`config.mk`:
```
export PLATFORM = sky130hd
export DESIGN_NAME = masked_byte_pattern_search_core
export DESIGN_NICKNAME = d
export VERILOG_FILES = /design/src/sv/mbps_pkg.sv /design/src/sv/masked_byte_pattern_search_core.sv /design/src/sv/mbps_cell.sv /design/src/sv/mbps_out_buf.sv
export SDC_FILE = /design/constraint.sdc
export NUM_CORES = 2
export LEC_CHECK = 0
export ABC_CLOCK_PERIOD_IN_PS = 17000
export CAP_MARGIN = 0
export CORE_UTILIZATION = 60
export DETAILED_ROUTE_END_ITERATION = 8
export DONT_BUFFER_PORTS = 1
export GPL_ROUTABILITY_DRIVEN = 1
export PLACE_DENSITY = 0.84
export REMOVE_ABC_BUFFERS = 1
export SYNTH_ARGS = -nofsm -noshare
export SYNTH_HDL_FRONTEND = slang
export SYNTH_SLANG_ARGS = --single-unit
```
`constraint.sdc`:
```
create_clock -name clk_i -period 17 [get_ports clk_i]
set_clock_uncertainty 0.05 [all_clocks]
set_input_delay 3.4 -clock clk_i [delete_from_list [all_inputs] [get_ports clk_i]]
set_output_delay 3.4 -clock clk_i [all_outputs]
set_load 0.005 [all_outputs]
```
`src/sv/mbps_pkg.sv`:
```
package mbps_pkg;

  // Window depth and register-backed pattern bytes
  localparam int unsigned PATTERN_MAX = 24;
  localparam int unsigned REG_BYTES   = 24;
  localparam int unsigned BYTE_W      = 8;

  localparam int unsigned LEN_W =
    $clog2(((PATTERN_MAX > REG_BYTES) ? PATTERN_MAX : REG_BYTES) + 1);
  localparam int unsigned RB_IDX_W = $clog2(REG_BYTES);

  localparam int unsigned CNT_W      = 32;
  localparam int unsigned ADDR_W     = 32;
  localparam int unsigned CFG_DATA_W = 64;
  localparam int unsigned CFG_IDX_W  = 3;
  localparam int unsigned PLEN_W     = 5;

  // Configuration register map
  typedef enum logic [CFG_IDX_W-1:0] {
    REG_PAT_LOW  = 3'd0,
    REG_PAT_MID  = 3'd1,
    REG_PAT_HIGH = 3'd2,
    REG_CARE     = 3'd3,
    REG_PLEN     = 3'd4,
    REG_BASE     = 3'd5,
    REG_SCAN_LEN = 3'd6
  } cfg_reg_e;

  // Per-cell compare setup: aligned pattern byte and its care bit
  typedef struct packed {
    logic              active;
    logic              cares;
    logic [BYTE_W-1:0] pat;
  } cell_cfg_t;

  // One result request
  typedef struct packed {
    logic              found;
    logic [ADDR_W-1:0] addr;
  } result_t;

endpackage

```
`src/sv/masked_byte_pattern_search_core.sv`:
```
// Masked byte pattern search.
// Bytes enter on the s_axis channel, one per request; s_axis_tlast_i marks the
// final byte of a scan. Results leave on m_axis: tuser is the found flag, tdata
// the match address (base address plus start offset, zero when not found).
// A scan yields one result: the first match inside the scan length, or, on the
// last byte, a not-found result if nothing matched before.
// Pattern, care mask, length, base address and scan length are written on the
// cfg channel (index 0..6); cfg_ready_o is always high.
// Throughput: one byte per cycle while s_axis_tready_o is high. Each byte
// shifts through a row of window cells that all compare in parallel, so the
// window ending on the new byte is judged in the cycle the byte is accepted.
// A result is registered in the output slot before it shows on m_axis.
// When the receiver stalls, one more result is held in a skid slot; with both
// slots full s_axis_tready_o drops until the output slot drains.
// Reset clears the scan state and sets registers to zero, pattern length to 1.
// After the last byte the scan state clears by itself for the next scan.
module masked_byte_pattern_search_core import mbps_pkg::*; (
  input  logic                  clk_i,
  input  logic                  rst_ni,
  input  logic                  s_axis_tvalid_i,
  output logic                  s_axis_tready_o,
  input  logic [BYTE_W-1:0]     s_axis_tdata_i,   // data_byte[7:0]
  input  logic                  s_axis_tlast_i,
  output logic                  m_axis_tvalid_o,
  input  logic                  m_axis_tready_i,
  output logic [ADDR_W-1:0]     m_axis_tdata_o,   // match_address[31:0]
  output logic                  m_axis_tuser_o,   // found[0]
  input  logic                  cfg_valid_i,
  output logic                  cfg_ready_o,
  input  logic [CFG_IDX_W-1:0]  cfg_index_i,
  input  logic [CFG_DATA_W-1:0] cfg_data_i
);

  // Configuration registers
  logic [CFG_DATA_W-1:0] pat_low_q, pat_mid_q, pat_high_q;
  logic [REG_BYTES-1:0]  care_q;
  logic [PLEN_W-1:0]     plen_q;
  logic [ADDR_W-1:0]     base_q;
  logic [CNT_W-1:0]      scan_len_q;

  // Scan state
  logic [CNT_W-1:0] cnt_q, cnt_d;
  logic             done_q, done_d;

  logic                    in_acc, cfg_acc;
  logic [LEN_W-1:0]        eff_len, len_m1;
  logic [3*CFG_DATA_W-1:0] pat_all;
  logic [BYTE_W-1:0]       pat_arr [REG_BYTES];
  logic [BYTE_W-1:0]       win [PATTERN_MAX];
  logic [PATTERN_MAX-1:0]  ok;
  logic                    not_sat, enough, in_range, hit;
  logic [CNT_W-1:0]        start;
  logic                    push;
  result_t                 push_data, out_data;
  logic                    buf_ready;

  assign cfg_ready_o = 1'b1;
  assign cfg_acc     = cfg_valid_i && cfg_ready_o;
  assign in_acc      = s_axis_tvalid_i && s_axis_tready_o;

  // Write configuration registers
  always_ff @(posedge clk_i or negedge rst_ni) begin
    if (!rst_ni) begin
      pat_low_q  <= '0;
      pat_mid_q  <= '0;
      pat_high_q <= '0;
      care_q     <= '0;
      plen_q     <= PLEN_W'(1);
      base_q     <= '0;
      scan_len_q <= '0;
    end else if (cfg_acc) begin
      unique case (cfg_reg_e'(cfg_index_i))
        REG_PAT_LOW:  pat_low_q  <= cfg_data_i;
        REG_PAT_MID:  pat_mid_q  <= cfg_data_i;
        REG_PAT_HIGH: pat_high_q <= cfg_data_i;
        REG_CARE:     care_q     <= cfg_data_i[REG_BYTES-1:0];
        REG_PLEN:     plen_q     <= cfg_data_i[PLEN_W-1:0];
        REG_BASE:     base_q     <= cfg_data_i[ADDR_W-1:0];
        REG_SCAN_LEN: scan_len_q <= cfg_data_i[CNT_W-1:0];
        default: ;
      endcase
    end
  end

  // Clamp pattern length to 1..PATTERN_MAX
  always_comb begin
    if (plen_q == '0) begin
      eff_len = LEN_W'(1);
    end else if (LEN_W'(plen_q) > LEN_W'(PATTERN_MAX)) begin
      eff_len = LEN_W'(PATTERN_MAX);
    end else begin
      eff_len = LEN_W'(plen_q);
    end
  end
  assign len_m1 = eff_len - LEN_W'(1);

  // Split pattern registers into bytes
  assign pat_all = {pat_high_q, pat_mid_q, pat_low_q};
  always_comb begin
    for (int b = 0; b < REG_BYTES; b++) begin
      pat_arr[b] = pat_all[b*BYTE_W +: BYTE_W];
    end
  end

  // Row of window cells; cell j holds the byte j places behind the newest
  for (genvar j = 0; j < PATTERN_MAX; j++) begin : g_cell
    localparam logic [LEN_W-1:0] J = LEN_W'(j);
    logic [LEN_W-1:0]  pidx;
    logic [BYTE_W-1:0] byte_in;
    cell_cfg_t         ccfg;

    // Align the pattern to the window: cell j checks pattern byte len-1-j
    always_comb begin
      pidx        = eff_len - J - LEN_W'(1);
      ccfg.active = (J < eff_len);
      ccfg.cares  = 1'b0;
      ccfg.pat    = '0;
      if (pidx < LEN_W'(REG_BYTES)) begin
        ccfg.cares = care_q[pidx[RB_IDX_W-1:0]];
        ccfg.pat   = pat_arr[pidx[RB_IDX_W-1:0]];
      end
    end

    if (j == 0) begin : g_head
      assign byte_in = s_axis_tdata_i;
    end else begin : g_link
      assign byte_in = win[j-1];
    end

    mbps_cell u_cell (
      .clk_i  (clk_i),
      .shift_i(in_acc),
      .byte_i (byte_in),
      .cfg_i  (ccfg),
      .byte_o (win[j]),
      .ok_o   (ok[j])
    );
  end

  // Judge the window that ends on the incoming byte
  assign not_sat  = ~&cnt_q;
  assign enough   = cnt_q >= CNT_W'(len_m1);
  assign start    = cnt_q - CNT_W'(len_m1);
  assign in_range = start < scan_len_q;
  assign hit      = not_sat && !done_q && enough && in_range && (&ok);

  assign push            = in_acc && (hit || (s_axis_tlast_i && !done_q));
  assign push_data.found = hit;
  assign push_data.addr  = hit ? (base_q + start) : '0;

  // Advance the byte counter and match flag; drop both after the last byte
  always_comb begin
    cnt_d  = cnt_q;
    done_d = done_q;
    if (in_acc) begin
      if (s_axis_tlast_i) begin
        cnt_d  = '0;
        done_d = 1'b0;
      end else begin
        cnt_d  = cnt_q + CNT_W'(not_sat);
        done_d = done_q || hit;
      end
    end
  end

  always_ff @(posedge clk_i or negedge rst_ni) begin
    if (!rst_ni) begin
      cnt_q  <= '0;
      done_q <= 1'b0;
    end else begin
      cnt_q  <= cnt_d;
      done_q <= done_d;
    end
  end

  // Output slot with skid
  mbps_out_buf u_out_buf (
    .clk_i      (clk_i),
    .rst_ni     (rst_ni),
    .push_i     (push),
    .push_data_i(push_data),
    .ready_o    (buf_ready),
    .valid_o    (m_axis_tvalid_o),
    .data_o     (out_data),
    .ready_i    (m_axis_tready_i)
  );

  assign s_axis_tready_o = buf_ready;
  assign m_axis_tdata_o  = out_data.addr;
  assign m_axis_tuser_o  = out_data.found;

endmodule

```
`src/sv/mbps_cell.sv`:
```
module mbps_cell import mbps_pkg::*; (
  input  logic              clk_i,
  input  logic              shift_i,
  input  logic [BYTE_W-1:0] byte_i,
  input  cell_cfg_t         cfg_i,
  output logic [BYTE_W-1:0] byte_o,
  output logic              ok_o
);

  logic [BYTE_W-1:0] byte_q;

  // Hold one window byte, take the neighbor's byte on every accepted request
  always_ff @(posedge clk_i) begin
    if (shift_i) begin
      byte_q <= byte_i;
    end
  end

  assign byte_o = byte_q;

  // Compare the byte entering this cell; unused or wildcard positions pass
  assign ok_o = !cfg_i.active || !cfg_i.cares || (byte_i == cfg_i.pat);

endmodule

```
`src/sv/mbps_out_buf.sv`:
```
module mbps_out_buf import mbps_pkg::*; (
  input  logic    clk_i,
  input  logic    rst_ni,
  input  logic    push_i,
  input  result_t push_data_i,
  output logic    ready_o,
  output logic    valid_o,
  output result_t data_o,
  input  logic    ready_i
);

  logic    out_valid_q, out_valid_d;
  logic    skid_valid_q, skid_valid_d;
  result_t out_data_q, skid_data_q;
  logic    out_free;
  logic    load_out, out_from_skid, load_skid;

  assign out_free = !out_valid_q || ready_i;

  // Refill the output slot from the skid slot first, then from a new request
  always_comb begin
    out_valid_d   = out_valid_q;
    skid_valid_d  = skid_valid_q;
    load_out      = 1'b0;
    out_from_skid = 1'b0;
    load_skid     = 1'b0;
    if (out_free) begin
      if (skid_valid_q) begin
        out_valid_d   = 1'b1;
        load_out      = 1'b1;
        out_from_skid = 1'b1;
        skid_valid_d  = 1'b0;
      end else begin
        out_valid_d = push_i;
        load_out    = push_i;
      end
    end else if (push_i) begin
      skid_valid_d = 1'b1;
      load_skid    = 1'b1;
    end
  end

  always_ff @(posedge clk_i or negedge rst_ni) begin
    if (!rst_ni) begin
      out_valid_q  <= 1'b0;
      skid_valid_q <= 1'b0;
    end else begin
      out_valid_q  <= out_valid_d;
      skid_valid_q <= skid_valid_d;
    end
  end

  always_ff @(posedge clk_i) begin
    if (load_out) begin
      out_data_q <= out_from_skid ? skid_data_q : push_data_i;
    end
    if (load_skid) begin
      skid_data_q <= push_data_i;
    end
  end

  assign ready_o = !skid_valid_q;
  assign valid_o = out_valid_q;
  assign data_o  = out_data_q;

endmodule

```
# == Word-level counts from Yosys, hierarchy flattened ==
# Cells that the tools add are included.
# classes
n_addsub,49
n_bitwise,24
n_reduce_logical,122
magnitude_cmp,99
n_eq_ne,30
n_mux,158
# op_table
operator,count
$bmux W8 S5,24
$mux W8,48
$mux W9,24
$eq A8 B8 Y1,24
$ge A6 B6 Y1 const B,24
$lt A5 B6 Y1 const B,24
$not A5 Y6,24
$bmux W1 S5,24
$lt A5 B5 Y1 const B,24
$sub A5 B1 Y5 const B,24
$mux W32,2
$logic_not A1 Y1,52
$logic_or A1 B1 Y1,51
$lt A4 B5 Y1 const A,8
$lt A5 B5 Y1 const A,8
$sub A5 B4 Y5 const B,8
$sub A5 B5 Y5 const B,8
$mux W1,33
$mux W33,1
$add A32 B1 Y32,1
$add A32 B32 Y32,1
$ge A32 B5 Y1,1
$lt A32 B32 Y1,1
$reduce_and A32 Y1,1
other kinds (17),42
# totals
regBits,570
input_bits,81
output_inout_bits,36

# == Depth between registers and ports, before layout ==
# depth
depth_word,19
mapped_depth,37

# == Hierarchy ==
# From an unflattened synthesis, not the netlist that was laid out.
# unflattened
cells_unflattened,3638
area_unflattened_um2,40083.4
# modules_own_cells
mod,seq_area_each_um2,instances,cells_per_inst,area_per_inst_um2
masked_byte_pattern_search_core,7958.9,1,3069,29404.5
mbps_cell,240.2,24,19,335.3
mbps_out_buf,2031.9,1,113,2631.3

# == Least setup slack after synthesis ==
# OpenSTA, ideal clock, no wires.
# synth_path
path_kind,input to register
startpoint,input s_axis_tvalid_i
endpoint,register cnt_q[10]
arrival_time_ps,9871
stages,7
n_path_buf,3
required_time_ps,16818
setup_slack_ps,6947
setup_time_ps,132
path_cell_list,nand2_1 inv_1 clkbuf_1 and2_1 clkbuf_1 buf_1 nor2_1
# synth_via
elab_chain_cells,1
# synth_lines
item,line_no,rtl
start: declaration,masked_byte_pattern_search_core.sv:20,"input logic s_axis_tvalid_i,"
$logic_and A1 B1 Y1,masked_byte_pattern_search_core.sv:59,assign in_acc = s_axis_tvalid_i && s_axis_tready_o;
net g_cell[0].u_cell.shift_i,mbps_cell.sv:3,"input logic shift_i,"
end signal: assignment,masked_byte_pattern_search_core.sv:171,cnt_q <= cnt_d;
end: declaration,masked_byte_pattern_search_core.sv:42,"logic [CNT_W-1:0] cnt_q, cnt_d;"
# The timed path passes the listed nets, and every way through them passes these cells.
# A chain may end at the register's enable or synchronous reset.

# == Worst setup path in the final report ==
# layout_path
startpoint,register plen_q[3]
endpoint,register u_out_buf.skid_data_q[16] (netlist bit) (enable)
# layout_via
elab_chain_cells,18
word_cells_on_any_way,397
classes_between,add/sub (47); order compare (51); eq/ne (24); mux (148); bitwise (24); reduce/logical (103)
# layout_lines
item,line_no,rtl
start: declaration,masked_byte_pattern_search_core.sv:37,logic [PLEN_W-1:0] plen_q;
start signal: assignment,masked_byte_pattern_search_core.sv:77,REG_PLEN: plen_q <= cfg_data_i[PLEN_W-1:0];
$gt A5 B5 Y1,masked_byte_pattern_search_core.sv:89,end else if (LEN_W'(plen_q) > LEN_W'(PATTERN_MAX)) begin
$mux W5,masked_byte_pattern_search_core.sv:89,
$mux W5 *,masked_byte_pattern_search_core.sv:87,if (plen_q == '0) begin
"$sub A5 B1 Y5, or another cell as far along","masked_byte_pattern_search_core.sv:95, masked_byte_pattern_search_core.sv:114",
$sub A5 B1 Y5,masked_byte_pattern_search_core.sv:114,pidx = eff_len - J - LEN_W'(1);
$not A5 Y6 (not written as such),masked_byte_pattern_search_core.sv:120,ccfg.pat = pat_arr[pidx[RB_IDX_W-1:0]];
$bmux W8 S5,masked_byte_pattern_search_core.sv:120,
$mux W8 (not written as such) (2 in series),masked_byte_pattern_search_core.sv:120,
(+2 left out),n/a,
$logic_or A1 B1 Y1,mbps_cell.sv:22,assign ok_o = !cfg_i.active || !cfg_i.cares || (byte_i == cfg_i.pat);
$reduce_and A24 Y1,masked_byte_pattern_search_core.sv:145,assign hit = not_sat && !done_q && enough && in_range && (&ok);
$logic_and A1 B1 Y1 *,masked_byte_pattern_search_core.sv:145,
$logic_or A1 B1 Y1 *,masked_byte_pattern_search_core.sv:147,assign push = in_acc && (hit || (s_axis_tlast_i && !done_q));
$logic_and A1 B1 Y1 *,masked_byte_pattern_search_core.sv:147,
$mux W1 *,mbps_out_buf.sv:37,end else if (push_i) begin
$mux W1 *,mbps_out_buf.sv:27,if (out_free) begin
net u_out_buf.load_skid,mbps_out_buf.sv:16,"logic load_out, out_from_skid, load_skid;"
end signal: assignment,mbps_out_buf.sv:58,skid_data_q <= push_data_i;
end: declaration,mbps_out_buf.sv:14,"result_t out_data_q, skid_data_q;"
# The timed path passes the listed nets; every way through them passes the cells marked *. The select of a mux whose other input is x is not followed.

==> impl_metrics.tcl <==
set metrics [dict create \
    regArea_um2 15500 \
    antenna_found_initial 21 \
    period_needed_ns 10.38 \
    setup_viol 0 \
    end_kind "flip-flop" \
    ctsHoldBuffers 0 \
    rsz0062_at_grt "no" \
    avgSynthCellArea_um2 10.6 \
    syn_area_um2 41700 \
    drtAntennaViolNets 0 \
    ir_drop_v 0.000130 \
    criticalPathCategory "reg2reg" \
    syn_inst 3939 \
    ys.flop_type "dfrtp_1" \
    fin_area_um2 44700 \
    dpl.hpwl_mm 150 \
    dp_slack_ns 7.07 \
    leakage_nw 16.9 \
    clk_latency_ns 0.69 \
    maxCapViolCount 0 \
    area_delta_synth_final_pct 7.28 \
    cts_buffer_depth 3 \
    required_ns 17.29 \
    worst-path-max-fanout 70 \
    wl_mm 199 \
    slew_viol_final 202 \
    routabilityCongestion 1.14 \
    num_vias 38600 \
    portBuffers 0 \
    grt_max_degree 321 \
    finalCritPeriodShare_pct 61.0 \
    status "complete, but fails checks" \
    die_area_um2 70500 \
    seq_area_frac_synth_pct 37.2 \
    final.setup.tns_ns 0 \
    fmax_mhz 96.4 \
    cp_slowest_cell "a211oi_4" \
    mostFrequentLayoutCells "mux2_2 (323), dfrtp_1 (316), nand2_1 (306), edfxtp_1 (250), nor2_1 (238)" \
    synth_cell_types 95 \
    cts_setup_buffers 0 \
    grt_pass1_vias 35300 \
    core_area_um2 68700 \
    cts.htree.levels 2 \
    dieHeight_um 266 \
    cts_made_buffers 60 \
    grtUsageTotal_pct 55.7 \
    fin_util_pct 65.1 \
    wl_per_cell_um 41.1 \
    crit_top_cell "buf_4" \
    ys_seq_elements 570 \
    via_per_inst 7.98 \
    grt_overflow 0 \
    grt_pass1_wl_mm 274 \
    final_common_cell "mux2_2" \
    dpl-instance-area_um2 42700 \
    hold_viol 0 \
    cts-root-buf "clkbuf_16" \
    cts_resized 0 \
    clock_sinks 570 \
    start_kind "flip-flop" \
    drt_iter0_drc 7801 \
    rows 96 \
    multiInputGateArea_um2 24900 \
    cts.clk_slew.worst_paths_ns 0.07 \
    fin_ws_ns 6.62 \
    pin_count 117 \
    cts_tree "yes" \
    ys_warn_count 0 \
    hp-class "reg2reg" \
    nets 3993 \
    layout-drive-gt1-share_pct 20.4 \
    power_mw 9.08 \
    fillers 5220 \
    max_stage_delay_ns 0.92 \
    worstMarginPinSlew_ns 1.88 \
    violations "DRC, slew limit" \
    drcViolationCount 1 \
    dr.pass1.iters 9 \
    power.density_nw_per_um2 203 \
    start_util_pct 60.7 \
    synth_edf_count 250 \
    slew-limit-headroom_pct -25.2 \
    die_w_um 266 \
    async_flop_share_pct 56.1 \
    critPathArrivalTime_ns 10.67 \
]
## synthesized netlist by cell type (12+ instances only)
master	n	area [um2]
mux2_2	323	3640
dfrtp_1	319	7980
nand2_1	306	1150
edfxtp_1	250	7510
nor2_1	239	897
mux4_2	196	4410
a21oi_1	192	961
clkbuf_1	170	638
mux2i_1	170	1700
xnor2_1	168	1470
o21ai_0	167	836
xor2_1	125	1090
inv_1	87	327
a22oi_1	84	631
ha_1	75	938
nand3_1	72	360
nand2b_1	71	444
nor3_1	66	330
buf_2	54	270
nand4_1	50	313
o31ai_1	44	330
a21o_1	42	315
a211oi_1	40	300
o211ai_1	33	248
or2_2	33	206
a221oi_1	32	280
o22ai_1	32	200
a31oi_1	31	194
and3_1	29	181
buf_1	29	109
o221ai_1	28	245
a221o_1	27	270
nor4_1	27	169
nor2b_1	24	150
or3_1	22	138
and2_1	16	100
a32oi_1	15	131
a21boi_0	14	105
o21a_1	13	97.6
or4_1	12	90.1
## cells by family after synthesis
kind of cell               count (synthesis)  share of synthesized area, %
adders and majority gates                 78                          2.37
muxes                                    689                          23.4
buffers and inverters                    357                          3.48
xor gates and xnor gates                 295                          6.23
AOI/OAI and AO/OA                        934                          15.4
other                                      1                       0.00900
and+or+nand+nor                         1015                          11.9
DFF                                      570                          37.2
## worst max-delay path, delay by kind of cell (launching register included)
family          cells  cell delay, ns
xor+xnor            2            0.36
buf+inv             5            1.82
flops               1            0.42
fa+ha+maj           2            0.65
simple gates       15            4.84
compound gates      7            1.84
## sequential cells by signal, indices dropped and copies added, names as in the netlist, 24 cells and up
register               cells
pat_high_q                64
u_out_buf.data_o          33
cnt_q                     32
care_q                    24
base_q                    32
pat_mid_q                 64
scan_len_q                32
u_out_buf.skid_data_q     33
g_cell.u_cell.byte_o     184
pat_low_q                 64
## final timing paths
path,from,slack (ns),depth (start not counted),endpoint
setup / recovery,plen_q[3],6.62,31,u_out_buf.skid_data_q[16]
hold / removal,g_cell[13].u_cell.byte_o[3],0.40,0,g_cell[14].u_cell.byte_o[3]
setup reg to reg,plen_q[3],6.62,31,u_out_buf.skid_data_q[16]
hold reg to reg,g_cell[13].u_cell.byte_o[3],0.40,0,g_cell[14].u_cell.byte_o[3]
max in group asynchronous,rst_ni,13.01,0,scan_len_q[2]
min in group asynchronous,rst_ni,2.42,0,pat_mid_q[34]
## area by class of cell
type	count	area share, %
diodes	22	0.123
clock buffers	88	3.80
clock inverters	25	0.616
flip-flops and latches	570	34.7
repair buffers	97	1.63
multi-input cells	3012	55.7
well taps	931	2.61
inverters	94	0.806
## where the power goes
group | internal [mW] | total, mW | switching (mW)
logic | 1.99 | 5.80 | 3.81
clock network | 0.745 | 1.35 | 0.602
registers | 1.64 | 1.93 | 0.295
total | 4.37 | 9.08 | 4.71
## per-layer routing
metal	vias up	GRT usage, %	routed length, um
met5	-	5.89	781
met1	18800	69.0	68700
met3	970	31.8	36600
met4	35	36.1	16600
met2	3926	72.7	76300
li1	14900	-	-
## stage by stage
step	hold WS (ns)	instances
after floorplan	0.376	3676
after global placement	0.386	4704
after detailed placement	0.388	4704
after CTS	0.403	4817
after global routing	0.432	4821
final	0.405	4839
Note: power is estimated with default switching activity, not from simulation.
